### src/rtl/kufef_pkg.sv
// Shared types and constants of the Kruskal union-find edge filter.
package kufef_pkg;

	localparam int CNT_W     = 9;
	localparam int NODE_W    = 8;
	localparam int WEIGHT_W  = 24;
	localparam int RANK_W    = 4;
	localparam int CFG_IDX_W = 2;

	localparam logic [RANK_W-1:0] RANK_MAX = 4'd15;

	localparam logic FUNC_CLEAR = 1'b0;
	localparam logic FUNC_EDGE  = 1'b1;

	localparam logic [CFG_IDX_W-1:0] REG_NODE_COUNT  = 2'd0;
	localparam logic [CFG_IDX_W-1:0] REG_TARGET_SETS = 2'd1;

	typedef struct packed {
		logic                func;
		logic [NODE_W-1:0]   node_a;
		logic [NODE_W-1:0]   node_b;
		logic [WEIGHT_W-1:0] weight;
	} req_t;

	typedef struct packed {
		logic                accepted;
		logic                finished;
		logic [CNT_W-1:0]    sets_left;
		logic [WEIGHT_W-1:0] bottleneck;
	} rsp_t;

	typedef enum logic [2:0] {
		ST_SWEEP,
		ST_IDLE,
		ST_FIND_A,
		ST_FIND_B,
		ST_BUMP,
		ST_DONE
	} state_t;

endpackage

### src/rtl/kruskal_union_find_edge_filter_core.sv
// Kruskal edge filter: union-find by rank over one parent/rank memory.
// Edge request: accept, then (nodes in range, sets above target) parent walks from node_a and node_b,
// a bump state when a rank rises, then the response load; the parent walks set the rate.
// Clear request: accept, a sweep of all MAX_NODES memory entries, then the response load.
// One request is in flight at a time; the next is taken once the response is loaded.
// Reset (arst_n low, asynchronous) restores the registers and then runs a sweep of all MAX_NODES
// memory entries, during which no request is taken; configuration writes are taken.
module kruskal_union_find_edge_filter_core
	import kufef_pkg::*;
#(
	parameter int MAX_NODES = 256
) (
	input  logic                 clk,
	input  logic                 arst_n,
	input  logic                 req_valid,
	output logic                 req_ready,
	input  req_t                 req,
	output logic                 rsp_valid,
	input  logic                 rsp_ready,
	output rsp_t                 rsp,
	input  logic                 cfg_valid,
	output logic                 cfg_ready,
	input  logic [CFG_IDX_W-1:0] cfg_index,
	input  logic [CNT_W-1:0]     cfg_data
);

	localparam int IDX_W     = $clog2(MAX_NODES);
	localparam int CMP_W     = (CNT_W > IDX_W + 1) ? CNT_W : IDX_W + 1;
	localparam int RESET_CNT = (MAX_NODES < 256) ? MAX_NODES : 256;
	localparam logic [CMP_W-1:0] MAXN_C    = CMP_W'(MAX_NODES);
	localparam logic [IDX_W-1:0] LAST_IDX  = IDX_W'(MAX_NODES - 1);

	typedef struct packed {
		logic [RANK_W-1:0] rank;
		logic [IDX_W-1:0]  parent;
	} entry_t;

	entry_t store_q [MAX_NODES];
	entry_t rd_q;

	state_t state_q, state_d;

	logic [CNT_W-1:0]    node_count_q, target_q, count_q;
	logic [WEIGHT_W-1:0] last_w_q, w_q;
	logic [IDX_W-1:0]    sweep_q, cur_q, b_q, ra_q;
	logic [RANK_W-1:0]   rka_q;
	logic                clr_q, acc_q, rsp_valid_q;
	rsp_t                rsp_q;

	logic [IDX_W-1:0]  rd_addr, wr_addr;
	logic              wr_en;
	entry_t            wr_data;
	logic              load_rsp;

	logic [CMP_W-1:0]  nc_ext, eff_ext;
	logic [CNT_W-1:0]  eff;
	logic              a_ok, b_ok, is_root;

	logic              swap, bump;
	logic [IDX_W-1:0]  link_x, link_y;
	logic [RANK_W-1:0] rank_x, rank_y;

	// The node count in use saturates into 1..MAX_NODES.
	always_comb begin
		nc_ext = CMP_W'(node_count_q);
		if (nc_ext == '0) begin
			eff_ext = CMP_W'(1);
		end else if (nc_ext > MAXN_C) begin
			eff_ext = MAXN_C;
		end else begin
			eff_ext = nc_ext;
		end
		eff  = CNT_W'(eff_ext);
		a_ok = CMP_W'(req.node_a) < eff_ext;
		b_ok = CMP_W'(req.node_b) < eff_ext;
	end

	// Union decision on the two roots; on equal ranks the root of node_b wins.
	always_comb begin
		is_root = (rd_q.parent == cur_q);
		swap    = rka_q > rd_q.rank;
		link_x  = swap ? cur_q : ra_q;
		link_y  = swap ? ra_q : cur_q;
		rank_x  = swap ? rd_q.rank : rka_q;
		rank_y  = swap ? rka_q : rd_q.rank;
		bump    = (rank_x == rank_y) && (rank_y != RANK_MAX);
	end

	always_ff @(posedge clk or negedge arst_n) begin
		if (!arst_n) begin
			state_q <= ST_SWEEP;
		end else begin
			state_q <= state_d;
		end
	end

	always_comb begin
		state_d   = state_q;
		rd_addr   = cur_q;
		wr_en     = 1'b0;
		wr_addr   = cur_q;
		wr_data   = '0;
		req_ready = 1'b0;
		load_rsp  = 1'b0;
		unique case (state_q)
			ST_SWEEP: begin
				wr_en   = 1'b1;
				wr_addr = sweep_q;
				wr_data = '{rank: '0, parent: sweep_q};
				if (sweep_q == LAST_IDX) begin
					state_d = clr_q ? ST_DONE : ST_IDLE;
				end
			end
			ST_IDLE: begin
				req_ready = 1'b1;
				rd_addr   = IDX_W'(req.node_a);
				if (req_valid) begin
					if (req.func == FUNC_CLEAR) begin
						state_d = ST_SWEEP;
					end else if (count_q > target_q && a_ok && b_ok) begin
						state_d = ST_FIND_A;
					end else begin
						state_d = ST_DONE;
					end
				end
			end
			ST_FIND_A: begin
				if (is_root) begin
					rd_addr = b_q;
					state_d = ST_FIND_B;
				end else begin
					rd_addr = rd_q.parent;
				end
			end
			ST_FIND_B: begin
				if (!is_root) begin
					rd_addr = rd_q.parent;
				end else if (ra_q == cur_q) begin
					state_d = ST_DONE;
				end else begin
					wr_en   = 1'b1;
					wr_addr = link_x;
					wr_data = '{rank: rank_x, parent: link_y};
					state_d = bump ? ST_BUMP : ST_DONE;
				end
			end
			ST_BUMP: begin
				wr_en   = 1'b1;
				wr_addr = ra_q;
				wr_data = '{rank: rka_q + RANK_W'(1), parent: ra_q};
				state_d = ST_DONE;
			end
			ST_DONE: begin
				if (!rsp_valid_q || rsp_ready) begin
					load_rsp = 1'b1;
					state_d  = ST_IDLE;
				end
			end
			default: state_d = ST_IDLE;
		endcase
	end

	// Reads and writes never target the same cycle's read data, so no forwarding is needed.
	always_ff @(posedge clk) begin
		if (wr_en) begin
			store_q[wr_addr] <= wr_data;
		end
		rd_q <= store_q[rd_addr];
	end

	// Walk and union payload registers.
	always_ff @(posedge clk) begin
		cur_q <= rd_addr;
		if (state_q == ST_IDLE && req_valid) begin
			b_q <= IDX_W'(req.node_b);
			w_q <= req.weight;
		end
		if (state_q == ST_FIND_A && is_root) begin
			ra_q  <= cur_q;
			rka_q <= rd_q.rank;
		end
		// The bump stage reuses ra_q and rka_q for the surviving root.
		if (state_q == ST_FIND_B && is_root) begin
			ra_q  <= link_y;
			rka_q <= rank_y;
		end
		if (load_rsp) begin
			rsp_q.accepted   <= acc_q;
			rsp_q.finished   <= count_q <= target_q;
			rsp_q.sets_left  <= count_q;
			rsp_q.bottleneck <= last_w_q;
		end
	end

	always_ff @(posedge clk or negedge arst_n) begin
		if (!arst_n) begin
			node_count_q <= CNT_W'(256);
			target_q     <= CNT_W'(1);
			count_q      <= CNT_W'(RESET_CNT);
			last_w_q     <= '0;
			sweep_q      <= '0;
			clr_q        <= 1'b0;
			acc_q        <= 1'b0;
			rsp_valid_q  <= 1'b0;
		end else begin
			if (cfg_valid) begin
				case (cfg_index)
					REG_NODE_COUNT:  node_count_q <= cfg_data;
					REG_TARGET_SETS: target_q     <= cfg_data;
					default: ;
				endcase
			end
			if (state_q == ST_SWEEP) begin
				sweep_q <= (sweep_q == LAST_IDX) ? '0 : sweep_q + IDX_W'(1);
			end
			if (state_q == ST_IDLE && req_valid) begin
				acc_q <= 1'b0;
				clr_q <= (req.func == FUNC_CLEAR);
				if (req.func == FUNC_CLEAR) begin
					count_q  <= eff;
					last_w_q <= '0;
				end
			end
			if (state_q == ST_FIND_B && is_root && ra_q != cur_q) begin
				count_q  <= count_q - CNT_W'(1);
				last_w_q <= w_q;
				acc_q    <= 1'b1;
			end
			if (load_rsp) begin
				rsp_valid_q <= 1'b1;
			end else if (rsp_ready) begin
				rsp_valid_q <= 1'b0;
			end
		end
	end

	assign cfg_ready = 1'b1;
	assign rsp_valid = rsp_valid_q;
	assign rsp       = rsp_q;

endmodule

### config.mk
export PLATFORM = sky130hd
export DESIGN_NAME = kruskal_union_find_edge_filter_core
export DESIGN_NICKNAME = d
export VERILOG_FILES = /design/src/rtl/kufef_pkg.sv /design/src/rtl/kruskal_union_find_edge_filter_core.sv
export SDC_FILE = /design/constraint.sdc
export NUM_CORES = 2
export LEC_CHECK = 0
export BUFFER_PORTS_ARGS = -buffer_cell sky130_fd_sc_hd__clkbuf_2
export CAP_MARGIN = 20
export CORE_MARGIN = 2
export CORE_UTILIZATION = 25
export DETAILED_ROUTE_END_ITERATION = 7
export PLACE_DENSITY = 0.43
export SYNTH_ARGS = -nofsm -noshare
export SYNTH_HDL_FRONTEND = slang
export SYNTH_SLANG_ARGS = --single-unit
### constraint.sdc
create_clock -name clk -period 28.9 [get_ports clk]
set_input_delay 1.445 -clock clk [delete_from_list [all_inputs] [get_ports clk]]
set_output_delay 1.445 -clock clk [all_outputs]
set_load 0.02 [all_outputs]
==> key figures <==
Yosys
  – Synth top cells by count: edfxtp_1 (3151), nand2_1 (3117), nand3_1 (1282)
  – Area fraction of the dominant cell type after synthesis: 73.2%
  – FF+latch count, synth: between 3k and 4k
  – Register area share after synthesis: between 70% and 80%
  – Post-synth top area cell: edfxtp_1
  – Most frequent cell after synthesis: edfxtp_1
  – Distinct cells, synth: 66
  – EDFF count, synth: 3151
  – Synth warn: 0
  – Main synth FF type: edfxtp_1
  – Mapped Area: around 0.13 sq mm
  – Net Count, Synth: between 10k and 15k
  – Syn avg cell area: 12.9 sq um
  – Mapped Cells: around 10k
  – Main area contributors after synthesis: edfxtp_1 (73%), nand2_1 (9.1%), nand3_1 (5.0%)
  – Ys async rst share: under 10%

Clock tree
  – Clk slew on worst S/H paths: about 60 ps
  – # clock sinks: between 3k and 4k
  – Resize count post-CTS: 0
  – Number of CTS-inserted buffers: approximately 370
  – Clock buffer depth: 4
  – CTS H-tree lvls: 5
  – CTS tree: built
  – Hold Buf Count CTS: 0
  – Latest clock arrival within the worst-skew pair: between 900 and 1000 ps
  – Number of setup buffers added after CTS: 0
  – Clock root buffer: clkbuf_16

Critical path
  – Data arrival time of the critical path: approximately 9700 ps
  – Startpoint types: flip-flop
  – Critical path type: flip-flop to flip-flop
  – CP Capture Type: flip-flop
  – CP startpoint: state_q[2]
  – Crit-path max FO: 70
  – CP required: around 30000 ps
  – Worst r2r src: state_q[2]

Finish
  – Layout Nets: 10.3k
  – Sequential cell area: 0.0967 sq mm
  – Number of fill cells in the layout: 52.1k
  – Area occupied by multi-input gates: between 0.03 and 0.04 sq mm
  – Finished Core Util: between 20% and 30%
  – Finished Layout Cells: approximately 17k
  – Share of post-route cells with drive strength above 1: 11.3%
  – Design area: between 0.15 and 0.2 sq mm
  – Synthesis-to-layout area growth: 17.2%

Worst hold path
  – HP Start: last_w_q[18]
  – Hold Crit Class: flip-flop to flip-flop

Floorplan
  – Die ar.: ~0.52 sq mm
  – Rows: between 200 and 300
  – Die H: slightly above 700 um
  – Initial Utilization: 25.0%
  – Io pins: 95
  – Die X: just over 700 um
  – Core ar.: between 0.5 and 0.6 sq mm

Place
  – Post-DP HPWL: between 200000 and 250000 um
  – Gp weighted congestion: approximately 0.80
  – Port Buffers: 93
  – DP Cell Count: about 17k
  – Post-place instance area: between 0.1 and 0.15 sq mm

STA
  – Setup TNS: 0 ps
  – Relative slew slack: between 10 and 15%
  – Final setup vio count: 0
  – Clock skew: 66.5 ps
  – RSZ-0062 raised after global routing: no
  – Final Max Slew Viols: 0
  – Final hold viol count: 0
  – Fin crit period: ~8800 ps
  – Slew of the pin with the lowest slew margin: 1320 ps
  – F_max: between 100 and 150 MHz
  – Tcrit/Tclk final: 30.3%

Route
  – Final wirelength: 424000 um
  – Antenna-violating nets left: 0
  – Drc violations: 0
  – Total number of vias: roughly 84k
  – Routed len/inst: between 20 and 25 um
  – Vias per cell: around 4.8
  – Drt initial violations: 8938
  – DRT Pass-1 Iters: 6

Global route
  – Number of global-route vias before repair: about 80k
  – Overall routing resource usage: about 16%
  – GRT overflow: 0
  – Pin count of the biggest net entering global routing: 165
  – First-pass GRT wire length: 604000 um
  – Initial antenna violation count: 20

Power
  – Pleak: 0.0496 uW
  – Peak supply drop: about 0.050 mV
  – PwrDens: 64.1 mW/mm^2
  – Total power draw: between 9000 and 10000 uW

Outcome
  – Status: completed

Run
  – Max-cap violations: 0
layout make-up:
class | instances | area share, %
multi-input combinational | 6106 | 19.9
antenna | 9 | 0.0149
timing repair buffer | 502 | 2.73
clock buffer | 457 | 6.41
inverter | 33 | 0.0917
tap | 6916 | 5.72
clock inverter | 211 | 1.31
sequential | 3236 | 63.8
critical path, cell delays in order, from the launching register on:
cell and delay (ps):
dfrtp_1 960, nor2b_1 350, nand2_2 270, o31ai_4 200, a211oi_4 320, buf_4 620, buf_4 770, buf_4 720
buf_4 780, buf_4 660, buf_4 530, buf_4 690, nand2_1 110, and3_1 210, a311oi_1 250, a31oi_1 80
a31oi_1 460, o41ai_2 280, nand4_1 160
through the flow:
step	setup slack, ps	hold WS, ps
after floorplan	14900	415
after global placement	19620	421
after detailed placement	20090	431
after CTS	20210	445
after global routing	19590	460
final	20140	444
cells by family (layout without fill, tap and decap cells):
group | after synthesis | after routing | synth area share (%)
simple gates | 5140 | 5140 | 17.0
flops | 3236 | 3236 | 74.8
compound gates | 799 | 799 | 4.54
buf+inv | 704 | 1203 | 2.32
mux | 114 | 114 | 0.918
fa+ha+maj | 30 | 30 | 0.291
xor+xnor | 22 | 22 | 0.155
other cells | 1 | 10 | 0.00290
per-layer routing:
metal	GRT usage (%)	wire, um	vias up
met4	4.69	13100	4
met3	2.14	26600	577
li1	-	-	37213
met1	22.2	191000	42951
met2	24.9	194000	2946
met5	0	27	-
sequential cells by signal, indices dropped and copies added (netlist names):
name and flops:
cur_q 8, target_q 9, rsp 35, rsp_valid 1, clr_q 1, nc_ext 9
state_q 3, w_q 24, last_w_q 24, b_q 8, count_q 9, sweep_q 8
ra_q 8, rka_q 4, rd_q 12, acc_q 1, store_q 3072
final timing paths:
path                              end  slack (ps)  depth (start not counted)
setup / recovery              rd_q[4]       20140                         18
hold / removal                rsp[18]         440                          0
setup reg to reg              rd_q[4]       20140                         18
hold reg to reg               rsp[18]         440                          0
max in group asynchronous  sweep_q[4]       27550                          2
min in group asynchronous  count_q[3]         720                          2
placed cells by master, fill, tap and decap left out, types with 13 or more instances in the layout:
cell / n
nand2_2: 20
a22o_1: 13
a31oi_1: 287
a32oi_1: 25
buf_4: 319
nor2_1: 254
nand2b_1: 15
bufinv_16: 32
buf_12: 16
and3_1: 281
nor2_2: 63
o21a_1: 19
nand4_1: 31
ha_1: 30
a311oi_1: 256
clkbuf_1: 79
nand3_1: 1282
a21oi_1: 58
o21ai_0: 35
buf_6: 56
clkinv_1: 74
nor4_1: 15
dfxtp_1: 20
clkinv_2: 71
clkbuf_16: 373
edfxtp_1: 3151
nor3_1: 49
xnor2_1: 18
mux2i_1: 78
dfrtp_1: 62
inv_1: 28
clkbuf_2: 92
mux2_2: 36
nand2_1: 3095
a22oi_1: 24
where the power goes:
part	switching (uW)	internal (uW)	total, uW
Clock	1920	2660	4590
Combinational	18.3	16.2	34.6
Sequential	4.83	5070	5080
Note: power is estimated with default switching activity, not from simulation.
